==> config.mk <==
export PLATFORM = sky130hd
export DESIGN_NAME = clock_frame_replacement_core
export DESIGN_NICKNAME = d
export VERILOG_FILES = /design/src/rtl/cfr_pkg.sv /design/src/rtl/clock_frame_replacement_core.sv /design/src/rtl/cfr_ram.sv /design/src/rtl/cfr_dp.sv /design/src/rtl/cfr_ctrl.sv
export SDC_FILE = /design/constraint.sdc
export NUM_CORES = 1
export LEC_CHECK = 0
export ABC_CLOCK_PERIOD_IN_PS = 3510
export BUFFER_PORTS_ARGS = -buffer_cell sky130_fd_sc_hd__clkbuf_2
export CORE_ASPECT_RATIO = 1.2
export CORE_MARGIN = 2
export CORE_UTILIZATION = 52
export CTS_CLUSTER_DIAMETER = 80
export CTS_CLUSTER_SIZE = 30
export DETAILED_ROUTE_END_ITERATION = 10
export PLACE_DENSITY = 0.79
export RECOVER_POWER = 25
export REMOVE_ABC_BUFFERS = 1
export SETUP_SLACK_MARGIN = 0.02
export SLEW_MARGIN = 40
export SYNTH_ARGS = -nofsm -noshare
export SYNTH_HDL_FRONTEND = slang
export SYNTH_SLANG_ARGS = --single-unit
==> constraint.sdc <==
create_clock -name i_clk -period 3.51 [get_ports i_clk]
set_input_delay 0.8775 -clock i_clk [delete_from_list [all_inputs] [get_ports i_clk]]
set_output_delay 0.8775 -clock i_clk [all_outputs]
set_load 0.05 [all_outputs]
==> src/rtl/cfr_pkg.sv <==
// Shared constants, codes and controller/datapath interface types for the frame table.
package cfr_pkg;

    localparam int SLOT_W  = 4;
    localparam int CMD_W   = 3;
    localparam int STAT_W  = 2;
    localparam int PASSES  = 3;
    localparam int FLAGS_W = 6;

    localparam logic [CMD_W-1:0] CMD_ALLOC   = 3'd0;
    localparam logic [CMD_W-1:0] CMD_REF     = 3'd1;
    localparam logic [CMD_W-1:0] CMD_PIN     = 3'd2;
    localparam logic [CMD_W-1:0] CMD_UNPIN   = 3'd3;
    localparam logic [CMD_W-1:0] CMD_RELEASE = 3'd4;

    localparam logic [STAT_W-1:0] STAT_OK     = 2'd0;
    localparam logic [STAT_W-1:0] STAT_PINNED = 2'd1;
    localparam logic [STAT_W-1:0] STAT_NOUSE  = 2'd2;

    typedef enum logic [3:0] {
        S_CLEAR,
        S_IDLE,
        S_DISPATCH,
        S_FREE_RD,
        S_FREE_EV,
        S_OP_RD,
        S_OP_EV,
        S_SCAN_RD,
        S_SCAN_EV
    } t_state;

    typedef enum logic [2:0] {
        IDX_HOLD,
        IDX_ZERO,
        IDX_INC,
        IDX_SLOT,
        IDX_HAND,
        IDX_NEXT_HAND
    } t_idx_sel;

    typedef enum logic [1:0] {
        WR_CLEAR,
        WR_FILL,
        WR_OP,
        WR_AGE
    } t_wr_sel;

    typedef enum logic [2:0] {
        RESP_OK,
        RESP_NOUSE,
        RESP_PINNED,
        RESP_GRANT,
        RESP_EVICT
    } t_resp_sel;

    typedef struct packed {
        logic used;
        logic pinned;
        logic accessed;
        logic dirty;
        logic readonly;
        logic pend;
    } t_flags;

    typedef struct packed {
        logic      latch;
        t_idx_sel  idx_sel;
        logic      scan_init;
        logic      ram_wr;
        t_wr_sel   wr_sel;
        logic      hand_adv;
        logic      cnt_inc;
        logic      cnt_dec;
        logic      resp;
        t_resp_sel resp_sel;
    } t_dp_cmd;

    typedef struct packed {
        logic cmd_alloc;
        logic cmd_op;
        logic cmd_release;
        logic slot_ok;
        logic full;
        logic q_used;
        logic suit;
        logic wrap_last;
        logic clear_last;
    } t_dp_stat;

endpackage

==> src/rtl/clock_frame_replacement_core.sv <==
// Top level of the clock second-chance frame replacement table.
//
// An item (command) is taken at a clock edge with start high and busy low. Each
// item gives one result, shown on the o_ result ports for exactly one cycle with
// o_done high; the receiver cannot stall it, so it must sample on that cycle.
// Slot state lives in one RAM with registered read. An item keeps busy high through a
// dispatch state and, for each slot visited, a read state and an evaluate state. Slots visited:
// one for reference, pin, unpin and release, lowest free slot + 1 for an
// allocation into a free slot, and from 1 to 3*FRAMES for a clock scan; unknown
// commands and out-of-range slots visit none. After reset the block clears every
// RAM slot with busy high before it takes its first item.
module clock_frame_replacement_core #(
    parameter int FRAMES    = 16,
    parameter int TAG_WIDTH = 20
) (
    input  logic                        i_clk,
    input  logic                        i_rst_n,
    input  logic                        start,
    output logic                        busy,
    input  logic [cfr_pkg::CMD_W-1:0]   i_cmd,
    input  logic [TAG_WIDTH-1:0]        i_page_tag,
    input  logic                        i_read_only,
    input  logic [cfr_pkg::SLOT_W-1:0]  i_slot,
    input  logic                        i_is_write,
    output logic                        o_done,
    output logic [cfr_pkg::SLOT_W-1:0]  o_frame_slot,
    output logic                        o_evicted,
    output logic [TAG_WIDTH-1:0]        o_evicted_tag,
    output logic                        o_write_back,
    output logic [cfr_pkg::STAT_W-1:0]  o_status
);

    cfr_pkg::t_dp_cmd  ctl;
    cfr_pkg::t_dp_stat stat;

    cfr_ctrl u_ctrl (
        .i_clk   (i_clk),
        .i_rst_n (i_rst_n),
        .start   (start),
        .busy    (busy),
        .i_stat  (stat),
        .o_ctl   (ctl)
    );

    cfr_dp #(
        .FRAMES    (FRAMES),
        .TAG_WIDTH (TAG_WIDTH)
    ) u_dp (
        .i_clk         (i_clk),
        .i_rst_n       (i_rst_n),
        .i_ctl         (ctl),
        .o_stat        (stat),
        .i_cmd         (i_cmd),
        .i_page_tag    (i_page_tag),
        .i_read_only   (i_read_only),
        .i_slot        (i_slot),
        .i_is_write    (i_is_write),
        .o_done        (o_done),
        .o_frame_slot  (o_frame_slot),
        .o_evicted     (o_evicted),
        .o_evicted_tag (o_evicted_tag),
        .o_write_back  (o_write_back),
        .o_status      (o_status)
    );

endmodule

==> src/rtl/cfr_ram.sv <==
// Generic single-write, single-read RAM with registered read data.
module cfr_ram #(
    parameter int WIDTH = 8,
    parameter int DEPTH = 16
) (
    input  logic                     i_clk,
    input  logic                     i_we,
    input  logic [$clog2(DEPTH)-1:0] i_waddr,
    input  logic [WIDTH-1:0]         i_wdata,
    input  logic [$clog2(DEPTH)-1:0] i_raddr,
    output logic [WIDTH-1:0]         o_rdata
);

    logic [WIDTH-1:0] r_mem [DEPTH];
    logic [WIDTH-1:0] r_rdata;

    always_ff @(posedge i_clk) begin
        if (i_we) begin
            r_mem[i_waddr] <= i_wdata;
        end
        r_rdata <= r_mem[i_raddr];
    end

    assign o_rdata = r_rdata;

endmodule

==> src/rtl/cfr_dp.sv <==
// Frame table datapath: slot RAM, clock hand, round and fill counters, result registers.
module cfr_dp #(
    parameter int FRAMES    = 16,
    parameter int TAG_WIDTH = 20
) (
    input  logic                        i_clk,
    input  logic                        i_rst_n,
    input  cfr_pkg::t_dp_cmd            i_ctl,
    output cfr_pkg::t_dp_stat           o_stat,
    input  logic [cfr_pkg::CMD_W-1:0]   i_cmd,
    input  logic [TAG_WIDTH-1:0]        i_page_tag,
    input  logic                        i_read_only,
    input  logic [cfr_pkg::SLOT_W-1:0]  i_slot,
    input  logic                        i_is_write,
    output logic                        o_done,
    output logic [cfr_pkg::SLOT_W-1:0]  o_frame_slot,
    output logic                        o_evicted,
    output logic [TAG_WIDTH-1:0]        o_evicted_tag,
    output logic                        o_write_back,
    output logic [cfr_pkg::STAT_W-1:0]  o_status
);

    localparam int AW = $clog2(FRAMES);
    localparam int CW = ((AW > cfr_pkg::SLOT_W) ? AW : cfr_pkg::SLOT_W) + 1;
    localparam int NW = $clog2(FRAMES + 1);
    localparam int WW = TAG_WIDTH + cfr_pkg::FLAGS_W;
    localparam logic [AW-1:0] LAST   = AW'(FRAMES - 1);
    localparam logic [1:0]    RLAST  = 2'(cfr_pkg::PASSES - 1);

    logic [cfr_pkg::CMD_W-1:0]  r_cmd;
    logic [TAG_WIDTH-1:0]       r_tag;
    logic                       r_ro;
    logic [cfr_pkg::SLOT_W-1:0] r_slot;
    logic                       r_wr;
    logic [AW-1:0]              r_idx;
    logic [AW-1:0]              r_hand;
    logic [AW-1:0]              r_start;
    logic [1:0]                 r_round;
    logic [NW-1:0]              r_cnt;

    logic                        r_done;
    logic [cfr_pkg::SLOT_W-1:0]  r_frame_slot;
    logic                        r_evicted;
    logic [TAG_WIDTH-1:0]        r_evicted_tag;
    logic                        r_write_back;
    logic [cfr_pkg::STAT_W-1:0]  r_status;

    logic [cfr_pkg::SLOT_W-1:0]  n_frame_slot;
    logic                        n_evicted;
    logic [TAG_WIDTH-1:0]        n_evicted_tag;
    logic                        n_write_back;
    logic [cfr_pkg::STAT_W-1:0]  n_status;

    logic [WW-1:0]    ram_q;
    logic [WW-1:0]    wdata;
    cfr_pkg::t_flags  q_f;
    cfr_pkg::t_flags  w_f;
    logic [TAG_WIDTH-1:0] q_tag;
    logic [CW-1:0]    slot_ext;
    logic [CW-1:0]    idx_ext;
    logic [AW-1:0]    next_hand;
    logic             suit;

    assign q_f       = ram_q[cfr_pkg::FLAGS_W-1:0];
    assign q_tag     = ram_q[WW-1:cfr_pkg::FLAGS_W];
    assign slot_ext  = CW'(r_slot);
    assign idx_ext   = CW'(r_idx);
    assign next_hand = (r_hand == LAST) ? '0 : r_hand + AW'(1);

    always_comb begin
        if (q_f.pinned) begin
            suit = 1'b0;
        end else if (r_round == 2'd0) begin
            suit = q_f.readonly || (!q_f.accessed && !q_f.dirty);
        end else if (r_round == 2'd1) begin
            suit = q_f.readonly || !q_f.dirty;
        end else begin
            suit = 1'b1;
        end
    end

    always_comb begin
        w_f = q_f;
        unique case (i_ctl.wr_sel)
            cfr_pkg::WR_CLEAR: begin
                w_f   = '0;
                wdata = '0;
            end
            cfr_pkg::WR_FILL: begin
                w_f          = '0;
                w_f.used     = 1'b1;
                w_f.readonly = r_ro;
                wdata        = {r_tag, w_f};
            end
            cfr_pkg::WR_OP: begin
                unique case (r_cmd)
                    cfr_pkg::CMD_REF: begin
                        w_f.accessed = 1'b1;
                        if (r_wr) begin
                            w_f.dirty = 1'b1;
                        end
                    end
                    cfr_pkg::CMD_PIN:     w_f.pinned = 1'b1;
                    cfr_pkg::CMD_UNPIN:   w_f.pinned = 1'b0;
                    cfr_pkg::CMD_RELEASE: w_f = '0;
                    default:              w_f = q_f;
                endcase
                wdata = {q_tag, w_f};
            end
            cfr_pkg::WR_AGE: begin
                w_f.accessed = 1'b0;
                if (q_f.dirty) begin
                    w_f.dirty = 1'b0;
                    w_f.pend  = 1'b1;
                end
                wdata = {q_tag, w_f};
            end
            default: begin
                wdata = '0;
            end
        endcase
    end

    cfr_ram #(
        .WIDTH(WW),
        .DEPTH(FRAMES)
    ) u_ram (
        .i_clk   (i_clk),
        .i_we    (i_ctl.ram_wr),
        .i_waddr (r_idx),
        .i_wdata (wdata),
        .i_raddr (r_idx),
        .o_rdata (ram_q)
    );

    always_ff @(posedge i_clk) begin
        if (i_ctl.latch) begin
            r_cmd  <= i_cmd;
            r_tag  <= i_page_tag;
            r_ro   <= i_read_only;
            r_slot <= i_slot;
            r_wr   <= i_is_write;
        end
    end

    always_ff @(posedge i_clk) begin
        if (!i_rst_n) begin
            r_idx   <= '0;
            r_hand  <= '0;
            r_start <= '0;
            r_round <= '0;
            r_cnt   <= '0;
            r_done  <= 1'b0;
        end else begin
            unique case (i_ctl.idx_sel)
                cfr_pkg::IDX_HOLD:      r_idx <= r_idx;
                cfr_pkg::IDX_ZERO:      r_idx <= '0;
                cfr_pkg::IDX_INC:       r_idx <= r_idx + AW'(1);
                cfr_pkg::IDX_SLOT:      r_idx <= slot_ext[AW-1:0];
                cfr_pkg::IDX_HAND:      r_idx <= r_hand;
                cfr_pkg::IDX_NEXT_HAND: r_idx <= next_hand;
                default:                r_idx <= r_idx;
            endcase
            if (i_ctl.scan_init) begin
                r_start <= r_hand;
                r_round <= '0;
            end
            if (i_ctl.hand_adv) begin
                r_hand <= next_hand;
                if (next_hand == r_start) begin
                    r_round <= r_round + 2'd1;
                end
            end
            if (i_ctl.cnt_inc) begin
                r_cnt <= r_cnt + NW'(1);
            end else if (i_ctl.cnt_dec) begin
                r_cnt <= r_cnt - NW'(1);
            end
            r_done <= i_ctl.resp;
        end
    end

    always_comb begin
        n_frame_slot  = r_slot;
        n_evicted     = 1'b0;
        n_evicted_tag = '0;
        n_write_back  = 1'b0;
        n_status      = cfr_pkg::STAT_OK;
        unique case (i_ctl.resp_sel)
            cfr_pkg::RESP_OK: begin
                n_status = cfr_pkg::STAT_OK;
            end
            cfr_pkg::RESP_NOUSE: begin
                n_status = cfr_pkg::STAT_NOUSE;
            end
            cfr_pkg::RESP_PINNED: begin
                n_status = cfr_pkg::STAT_PINNED;
            end
            cfr_pkg::RESP_GRANT: begin
                n_frame_slot = idx_ext[cfr_pkg::SLOT_W-1:0];
            end
            cfr_pkg::RESP_EVICT: begin
                n_frame_slot  = idx_ext[cfr_pkg::SLOT_W-1:0];
                n_evicted     = 1'b1;
                n_evicted_tag = q_tag;
                n_write_back  = q_f.dirty || q_f.pend;
            end
            default: begin
                n_status = cfr_pkg::STAT_OK;
            end
        endcase
    end

    always_ff @(posedge i_clk) begin
        if (i_ctl.resp) begin
            r_frame_slot  <= n_frame_slot;
            r_evicted     <= n_evicted;
            r_evicted_tag <= n_evicted_tag;
            r_write_back  <= n_write_back;
            r_status      <= n_status;
        end
    end

    assign o_stat.cmd_alloc   = (r_cmd == cfr_pkg::CMD_ALLOC);
    assign o_stat.cmd_op      = (r_cmd == cfr_pkg::CMD_REF) || (r_cmd == cfr_pkg::CMD_PIN) ||
                                (r_cmd == cfr_pkg::CMD_UNPIN) || (r_cmd == cfr_pkg::CMD_RELEASE);
    assign o_stat.cmd_release = (r_cmd == cfr_pkg::CMD_RELEASE);
    assign o_stat.slot_ok     = (slot_ext < CW'(FRAMES));
    assign o_stat.full        = (r_cnt == NW'(FRAMES));
    assign o_stat.q_used      = q_f.used;
    assign o_stat.suit        = suit;
    assign o_stat.wrap_last   = (next_hand == r_start) && (r_round == RLAST);
    assign o_stat.clear_last  = (r_idx == LAST);

    assign o_done        = r_done;
    assign o_frame_slot  = r_frame_slot;
    assign o_evicted     = r_evicted;
    assign o_evicted_tag = r_evicted_tag;
    assign o_write_back  = r_write_back;
    assign o_status      = r_status;

`ifndef SYNTHESIS
    a_cnt_range: assert property (@(posedge i_clk) disable iff (!i_rst_n)
        r_cnt <= NW'(FRAMES))
        else $error("used slot count above frame count");
    a_hand_range: assert property (@(posedge i_clk) disable iff (!i_rst_n)
        r_hand <= LAST)
        else $error("clock hand out of range");
    a_round_range: assert property (@(posedge i_clk) disable iff (!i_rst_n)
        i_ctl.hand_adv |-> r_round <= RLAST)
        else $error("scan ran past its last round");
    a_evict_full: assert property (@(posedge i_clk) disable iff (!i_rst_n)
        (i_ctl.resp && i_ctl.resp_sel == cfr_pkg::RESP_EVICT) |-> o_stat.full)
        else $error("eviction while a free slot exists");
`endif

endmodule

==> src/rtl/cfr_ctrl.sv <==
// Frame table controller: sequences clearing, free search, slot commands and clock scan.
module cfr_ctrl (
    input  logic               i_clk,
    input  logic               i_rst_n,
    input  logic               start,
    output logic               busy,
    input  cfr_pkg::t_dp_stat  i_stat,
    output cfr_pkg::t_dp_cmd   o_ctl
);

    cfr_pkg::t_state r_state;
    cfr_pkg::t_state n_state;

    always_ff @(posedge i_clk) begin
        if (!i_rst_n) begin
            r_state <= cfr_pkg::S_CLEAR;
        end else begin
            r_state <= n_state;
        end
    end

    always_comb begin
        n_state        = r_state;
        o_ctl          = '0;
        o_ctl.idx_sel  = cfr_pkg::IDX_HOLD;
        o_ctl.wr_sel   = cfr_pkg::WR_CLEAR;
        o_ctl.resp_sel = cfr_pkg::RESP_OK;
        unique case (r_state)
            cfr_pkg::S_CLEAR: begin
                o_ctl.ram_wr = 1'b1;
                o_ctl.wr_sel = cfr_pkg::WR_CLEAR;
                if (i_stat.clear_last) begin
                    o_ctl.idx_sel = cfr_pkg::IDX_ZERO;
                    n_state       = cfr_pkg::S_IDLE;
                end else begin
                    o_ctl.idx_sel = cfr_pkg::IDX_INC;
                end
            end
            cfr_pkg::S_IDLE: begin
                if (start) begin
                    o_ctl.latch = 1'b1;
                    n_state     = cfr_pkg::S_DISPATCH;
                end
            end
            cfr_pkg::S_DISPATCH: begin
                if (i_stat.cmd_alloc) begin
                    if (!i_stat.full) begin
                        o_ctl.idx_sel = cfr_pkg::IDX_ZERO;
                        n_state       = cfr_pkg::S_FREE_RD;
                    end else begin
                        o_ctl.idx_sel   = cfr_pkg::IDX_HAND;
                        o_ctl.scan_init = 1'b1;
                        n_state         = cfr_pkg::S_SCAN_RD;
                    end
                end else if (i_stat.cmd_op) begin
                    if (i_stat.slot_ok) begin
                        o_ctl.idx_sel = cfr_pkg::IDX_SLOT;
                        n_state       = cfr_pkg::S_OP_RD;
                    end else begin
                        o_ctl.resp     = 1'b1;
                        o_ctl.resp_sel = cfr_pkg::RESP_NOUSE;
                        n_state        = cfr_pkg::S_IDLE;
                    end
                end else begin
                    o_ctl.resp     = 1'b1;
                    o_ctl.resp_sel = cfr_pkg::RESP_OK;
                    n_state        = cfr_pkg::S_IDLE;
                end
            end
            cfr_pkg::S_FREE_RD: begin
                n_state = cfr_pkg::S_FREE_EV;
            end
            cfr_pkg::S_FREE_EV: begin
                if (!i_stat.q_used) begin
                    o_ctl.ram_wr   = 1'b1;
                    o_ctl.wr_sel   = cfr_pkg::WR_FILL;
                    o_ctl.cnt_inc  = 1'b1;
                    o_ctl.resp     = 1'b1;
                    o_ctl.resp_sel = cfr_pkg::RESP_GRANT;
                    n_state        = cfr_pkg::S_IDLE;
                end else begin
                    o_ctl.idx_sel = cfr_pkg::IDX_INC;
                    n_state       = cfr_pkg::S_FREE_RD;
                end
            end
            cfr_pkg::S_OP_RD: begin
                n_state = cfr_pkg::S_OP_EV;
            end
            cfr_pkg::S_OP_EV: begin
                o_ctl.resp = 1'b1;
                n_state    = cfr_pkg::S_IDLE;
                if (i_stat.q_used) begin
                    o_ctl.ram_wr   = 1'b1;
                    o_ctl.wr_sel   = cfr_pkg::WR_OP;
                    o_ctl.cnt_dec  = i_stat.cmd_release;
                    o_ctl.resp_sel = cfr_pkg::RESP_OK;
                end else begin
                    o_ctl.resp_sel = cfr_pkg::RESP_NOUSE;
                end
            end
            cfr_pkg::S_SCAN_RD: begin
                n_state = cfr_pkg::S_SCAN_EV;
            end
            cfr_pkg::S_SCAN_EV: begin
                o_ctl.ram_wr   = 1'b1;
                o_ctl.hand_adv = 1'b1;
                if (i_stat.suit) begin
                    o_ctl.wr_sel   = cfr_pkg::WR_FILL;
                    o_ctl.resp     = 1'b1;
                    o_ctl.resp_sel = cfr_pkg::RESP_EVICT;
                    n_state        = cfr_pkg::S_IDLE;
                end else begin
                    o_ctl.wr_sel = cfr_pkg::WR_AGE;
                    if (i_stat.wrap_last) begin
                        o_ctl.resp     = 1'b1;
                        o_ctl.resp_sel = cfr_pkg::RESP_PINNED;
                        n_state        = cfr_pkg::S_IDLE;
                    end else begin
                        o_ctl.idx_sel = cfr_pkg::IDX_NEXT_HAND;
                        n_state       = cfr_pkg::S_SCAN_RD;
                    end
                end
            end
            default: begin
                n_state = cfr_pkg::S_IDLE;
            end
        endcase
    end

    assign busy = (r_state != cfr_pkg::S_IDLE);

`ifndef SYNTHESIS
    a_accept_dispatch: assert property (@(posedge i_clk) disable iff (!i_rst_n)
        (start && !busy) |=> (r_state == cfr_pkg::S_DISPATCH))
        else $error("accepted item not dispatched");
    a_resp_to_idle: assert property (@(posedge i_clk) disable iff (!i_rst_n)
        o_ctl.resp |=> !busy)
        else $error("result issued without returning to idle");
    a_scan_pairs: assert property (@(posedge i_clk) disable iff (!i_rst_n)
        (r_state == cfr_pkg::S_SCAN_EV) |-> ($past(r_state) == cfr_pkg::S_SCAN_RD))
        else $error("scan evaluation without a preceding read");
`endif

endmodule
==> impl_metrics.py, run 1 <==
metrics = {
    "logic_synthesis": {
        "synthAdderAreaFrac": 0.007854,
        "synthSimpleGateAreaFrac": 0.04133,
        "synthMuxAreaShare": 0.1508,
        "synth_async_sr_flop_share": 0,
        "ys.flop_type": "edfxtp_1",
        "synth.distinct_cells": 49,
        "syn-cell-area_um2": 20070,
        "synth-xor-area-share": 0.006795,
        "syn_avg_cell_area_um2": 19.97,
        "syn_inst": 1005,
        "ys_seq_elements": 523,
        "synth_edf_count": 473,
        "yosysSeqAreaShare": 0.7575,
        "synth_top_family_by_area": "multiplexers",
        "ys_warn_count": 0,
        "synth_compound_area_frac": 0.02412,
    },
    "power_and_ir_drop": {
        "p_leak_nw": 7.365,
        "power.switching_mw": 2.160,
        "p_comb_frac": 0.058,
        "intPower_mw": 8.370,
        "powerDensity_nw_per_um2": 478.9,
        "swShare": 0.2052,
        "peakVddDrop_mv": 0.2977,
        "clkPwrFrac": 0.278,
        "seqPwrFrac": 0.663,
        "total_power_mw": 10.53,
    },
    "grt": {
        "track_usage": 0.2057,
        "grt-ovfl-total": 0,
        "grt_pass1_wl_um": 61140,
        "grt_pass1_vias": 9875,
        "grt_max_degree": 103,
        "antenna_found_initial": 1,
    },
    "route": {
        "wl_per_cell_um": 25.48,
        "routed-via-count": 9841,
        "viasPerCell": 6.147,
        "dr.pass1.iters": 5,
        "drc": 0,
        "first_iter_violations": 1132,
        "wirelength_um": 40800,
        "ant_nets": 0,
    },
    "sta": {
        "slew_viol_final": 0,
        "tightest_slew_ns": 1.130,
        "relSlewSlack": 0.2440,
        "fin_ws_ns": 0.4222,
        "final.setup.tns_ns": 0,
        "maxClockFrequency_mhz": 323.9,
        "rsz0062_at_grt": "false",
        "hold_ws_ns": 0.4859,
        "hold_violations": 0,
        "min_period_ns": 3.088,
        "setup_viol": 0,
        "skew_ns": 0.02048,
        "period_share": 0.8797,
    },
    "setup_path": {
        "arrival_ns": 3.35,
        "cp_slowest_stage_delay_ns": 0.88,
        "cp_cell_sequence": "nor2b_1 > nand3_1 > a21oi_1 > nand2_1 > nor2_1 > buf_4",
        "worst-r2r-setup-slack_ns": 0.42,
        "cp_max_fo": 12,
        "r2r_end": "u_dp.u_ram.r_mem[4][25]",
        "start_kind": "flop",
        "r2r_start": "u_ctrl.r_state[2]",
        "timing_worst_setup_path_type": "reg -> reg",
        "end_kind": "flop",
        "reg2reg_depth": 6,
        "critPathSlowestCell": "nor2_1",
        "worstPathRequired_ns": 3.78,
    },
    "placement": {
        "finalWeightedCongestion": 0.8781,
        "pre_cts_ws_ns": 0.7220,
        "place_hpwl_um": 24780,
        "port_buffers": 61,
    },
    "layout": {
        "utilization": 0.5792,
        "fin_nets": 1150,
        "area_growth_syn_to_layout_pct": 9.550,
        "layout-drive-gt1-share": 0.2295,
    },
    "clock_tree": {
        "cts_resized": 0,
        "cts-root-buf": "clkbuf_16",
        "insertion_delay_ns": 0.56,
        "clkSinkCount": 523,
        "clockBufferDepth": 3,
        "clk_pin_slew_worst_paths_ns": 0.11,
        "htreeDepth": 1,
        "cts_tree": "built",
        "cts_made_buffers": 21,
        "cts_hold_buffers": 0,
        "cts_setup_buffers": 0,
    },
    "floorplanning": {
        "io_pins": 62,
        "dieArea_um2": 40190,
        "std_cell_rows": 78,
        "coreArea_um2": 37960,
        "start_util": 0.5287,
        "dieHeight_um": 219.2,
        "die_w_um": 183.4,
    },
    "hold_path": {
        "hold_path.class": "reg -> reg",
        "hold_end": "u_dp.r_start[0]",
        "hold_path_startpoint": "u_dp.r_start[0]",
        "hold_depth": 2,
    },
    "flow_run": {
        "cap_violations": 0,
    },
    "run_status": {
        "status": "completed",
    },
}
worst max path at each step:
stage,startpoint,slack [ns],to,cells after the start
after floorplan,u_dp.r_idx[0],-3.77,u_dp.u_ram.r_mem[3][0],3
after global placement,u_ctrl.r_state[2],0.91,u_dp.u_ram.r_mem[15][10],6
after detailed placement,u_ctrl.r_state[2],0.72,u_dp.u_ram.r_mem[10][19],7
after CTS,u_ctrl.r_state[2],0.71,u_dp.u_ram.r_mem[7][19],7
after global routing,u_dp.r_idx[0],0.31,u_dp.u_ram.o_rdata[14],3
final,u_ctrl.r_state[2],0.42,u_dp.u_ram.r_mem[4][25],6
kinds of logic (layout without fill, tap and decap cells):
logic type               count (synthesis)  after routing
flip-flops                             523            523
AND/OR/NAND/NOR                        177            177
multiplexers                           139            139
AO/OA/AOI/OAI                           81             81
buffers and inverters                   60            175
XOR/XNOR                                13             13
adder cells (fa/ha/maj)                 12             12
other                                    0              1
state kept, by name (all words and copies together) (netlist names), 2 cells and up:
signal              flops
u_dp.r_round            2
u_dp.o_frame_slot       4
u_dp.r_hand             4
u_dp.r_idx              4
u_dp.u_ram.o_rdata     26
u_ctrl.r_state          4
u_dp.r_cnt              5
u_dp.r_slot             4
u_dp.r_start            4
u_dp.r_cmd              3
u_dp.o_evicted_tag     20
u_dp.u_ram.r_mem      416
u_dp.r_tag             20
u_dp.o_status           2
power groups by stage:
stage	Combinational (mW)	Sequential (mW)	Clock, mW
2_1_floorplan	0.419	7.14	0
3_3_place_gp	0.627	7.11	0
3_5_place_dp	0.632	7.12	0
4_1_cts	0.636	6.98	2.99
5_1_grt	0.653	7.00	3.17
6_report	0.615	6.98	2.93
cells in the final DEF (no fill, tap or decap), types with 11 or more instances in the layout:
cell type	netlist	routed
mux4_2	130	130
clkbuf_1	32	52
and2_0	0	14
a21oi_1	20	21
edfxtp_1	473	473
ha_1	11	11
inv_1	13	13
o21ai_0	31	32
nand2_1	74	74
buf_4	0	44
nor2_1	38	32
clkbuf_16	0	21
clkbuf_2	0	33
dfxtp_1	50	46
area by class of cell:
class,instances,area [um2]
timing repair buffer,125,822.0
fill,2678,15980
tap,480,600.6
clock buffer,35,588.1
multi-input combinational,422,4692
clock inverter,2,20.02
inverter,13,48.80
antenna,1,2.502
sequential,523,15210
metal layers:
layer,vias up,track usage,wire [um]
li1,4217,-,-
met1,5139,0.2769,16190
met2,417,0.3583,20910
met3,68,0.02456,2715
met4,0,0.05840,980
met5,-,0,0
per-stage QoR:
step,instance area [um2],cells
floorplan,19890,958
global placement,21540,1563
detailed placement,21540,1563
CTS,22150,1600
global route,21990,1600
finish,21990,1601
cells in the mapped netlist (all sizes together), types with 5 or more instances:
| cell type | count | share of area |
|---|---|---|
| mux2i | 5 | 0.0025 |
| clkbuf | 32 | 0.0060 |
| edfxtp | 473 | 0.71 |
| dfxtp | 50 | 0.050 |
| xor2 | 5 | 0.0026 |
| nor3 | 9 | 0.0022 |
| inv | 13 | 0.0024 |
| a31oi | 6 | 0.0019 |
| nor2 | 38 | 0.0071 |
| ha | 11 | 0.0069 |
| xnor2 | 7 | 0.0031 |
| a21oi | 21 | 0.0054 |
| mux4 | 130 | 0.15 |
| and2 | 23 | 0.0072 |
| o21ai | 33 | 0.0082 |
| nand3 | 6 | 0.0015 |
| nand2 | 74 | 0.014 |
| buf | 15 | 0.0032 |
| nand2b | 6 | 0.0019 |
critical path: cells and delay by family (launching register included):
| family | cells | cell delay, ns |
|---|---|---|
| AO/OA/AOI/OAI | 1 | 0.35 |
| buffers and inverters | 1 | 0.35 |
| flip-flops | 1 | 0.56 |
| AND/OR/NAND/NOR | 4 | 1.53 |
No activity file was read; power rests on OpenSTA's default activity.
==> run 2, diff against run 1 <==
--- a/config.mk
+++ b/config.mk
@@ -13,7 +13,7 @@
 export CTS_CLUSTER_DIAMETER = 80
 export CTS_CLUSTER_SIZE = 30
 export DETAILED_ROUTE_END_ITERATION = 10
-export PLACE_DENSITY = 0.79
+export PLACE_DENSITY = 0.76
 export RECOVER_POWER = 25
 export REMOVE_ABC_BUFFERS = 1
 export SETUP_SLACK_MARGIN = 0.02
==> impl_metrics.py, run 2 (synthesis gave the netlist of run 1 again) <==
metrics = {
    "clock_tree": {
        "cts_setup_buffers": 0,
        "cts_resized": 0,
        "clk_pin_slew_worst_paths_ns": 0.11,
        "cts_made_buffers": 22,
        "clockBufferDepth": 3,
        "cts_hold_buffers": 0,
        "insertion_delay_ns": 0.56,
        "cts-root-buf": "clkbuf_16",
        "htreeDepth": 1,
        "clkSinkCount": 523,
        "cts_tree": "built",
    },
    "power_and_ir_drop": {
        "seqPwrFrac": 0.653,
        "swShare": 0.2073,
        "powerDensity_nw_per_um2": 483.5,
        "p_comb_frac": 0.060,
        "power.switching_mw": 2.212,
        "intPower_mw": 8.458,
        "peakVddDrop_mv": 0.3236,
        "clkPwrFrac": 0.287,
        "p_leak_nw": 7.419,
    },
    "hold_path": {
        "hold_end": "u_dp.r_start[1]",
        "hold_path_startpoint": "u_dp.r_start[1]",
        "hold_path.class": "reg -> reg",
        "hold_depth": 2,
    },
    "route": {
        "first_iter_violations": 991,
        "wl_per_cell_um": 25.20,
        "dr.pass1.iters": 5,
        "routed-via-count": 9917,
        "wirelength_um": 40450,
        "viasPerCell": 6.179,
        "ant_nets": 0,
        "drc": 0,
    },
    "setup_path": {
        "worst-r2r-setup-slack_ns": 0.33,
        "start_kind": "flop",
        "timing_worst_setup_path_type": "reg -> reg",
        "end_kind": "flop",
        "reg2reg_depth": 6,
        "r2r_end": "u_dp.u_ram.r_mem[9][16]",
        "worstPathRequired_ns": 3.78,
        "cp_max_fo": 18,
        "arrival_ns": 3.44,
        "critPathLaunch": "u_ctrl.r_state[2]",
        "r2r_start": "u_ctrl.r_state[2]",
    },
    "grt": {
        "antenna_found_initial": 0,
        "grt_pass1_wl_um": 61040,
        "grt-ovfl-total": 0,
        "grt_max_degree": 54,
        "track_usage": 0.2053,
        "grt_pass1_vias": 9933,
    },
    "sta": {
        "rsz0062_at_grt": "false",
        "relSlewSlack": 0.03832,
        "skew_ns": 0.02271,
        "final.setup.tns_ns": 0,
        "slew_viol_final": 0,
        "hold_violations": 0,
        "period_share": 0.9049,
        "maxClockFrequency_mhz": 314.8,
        "tightest_slew_ns": 1.443,
        "setup_viol": 0,
        "min_period_ns": 3.176,
    },
    "layout": {
        "regArea_um2": 15210,
        "layout-drive-gt1-share": 0.2444,
        "final_common_cell": "edfxtp_1",
        "stdcell_count": 1605,
        "largest_reg_flops": 416,
        "fin_nets": 1154,
        "multi_input_area_um2": 4718,
        "regMostFlops": "u_dp.u_ram.r_mem",
        "area_growth_syn_to_layout_pct": 9.949,
        "fillerInstances": 2672,
        "most-common-layout-cells": "473 x edfxtp_1, 130 x mux4_2, 73 x nand2_1, 48 x buf_4, 47 x dfxtp_1",
        "antenna_cells": 0,
    },
    "floorplanning": {
        "std_cell_rows": 78,
        "dieArea_um2": 40190,
        "start_util": 0.5287,
        "coreArea_um2": 37960,
        "io_pins": 62,
        "dieHeight_um": 219.2,
        "die_w_um": 183.4,
    },
    "run_status": {
        "status": "completed",
    },
    "placement": {
        "port_buffers": 61,
        "place_hpwl_um": 24290,
        "finalWeightedCongestion": 0.8499,
        "dp.cells": 1566,
    },
    "flow_run": {
        "cap_violations": 0,
    },
}
run 2: power groups by stage:
stage	Combinational, mW	Clock, mW	Sequential [mW]
2_1_floorplan	0.419	0	7.14
3_3_place_gp	0.640	0	7.10
3_5_place_dp	0.648	0	7.11
4_1_cts	0.653	3.10	6.97
5_1_grt	0.678	3.31	6.99
6_report	0.639	3.06	6.97
run 2: layout make-up:
| cell class | instances | share of cell area |
|---|---|---|
| multi-input cells | 422 | 0.2138 |
| well taps | 480 | 0.02721 |
| flip-flops and latches | 523 | 0.6892 |
| clock buffers | 33 | 0.02778 |
| inverters | 13 | 0.002211 |
| repair buffers | 128 | 0.03719 |
| clock inverters | 6 | 0.002551 |
run 2: critical path: stages (launching register included):
cell and delay, ns:
dfxtp_1 0.55, nor2b_1 0.34, nand3_1 0.11, a21oi_1 0.41
nand2_1 0.30, nor2_1 0.87, buf_12 0.28
run 2: how the worst max path moves through the flow:
stage,end
2_1_floorplan,u_dp.u_ram.r_mem[3][0]
6_report,u_dp.u_ram.r_mem[9][16]
3_5_place_dp,u_dp.u_ram.r_mem[8][25]
5_1_grt,u_dp.u_ram.r_mem[9][7]
3_3_place_gp,u_dp.u_ram.r_mem[10][22]
4_1_cts,u_dp.u_ram.r_mem[10][22]
run 2: metal layers:
layer	share of wire	vias up	wire length, um	global-route usage
li1	-	4225	-	-
met1	0.40	5184	16080	0.2852
met2	0.50	446	20410	0.3484
met3	0.076	62	3093	0.02937
met4	0.021	0	861	0.05013
met5	0	-	0	0
run 2: metrics by stage:
step	power, mW	hold WS, ns	utilization	cell area [um2]	setup WS (ns)
2_1_floorplan	7.563	0.4478	-	19890	-3.770
5_1_grt	10.98	0.4625	0.5813	22070	0.2009
6_report	10.67	0.4795	0.5813	22070	0.3339
4_1_cts	10.73	0.4669	0.5850	22210	0.5941
3_5_place_dp	7.760	0.4643	0.5673	21540	0.6485
3_3_place_gp	7.744	0.4568	0.5673	21540	0.7018
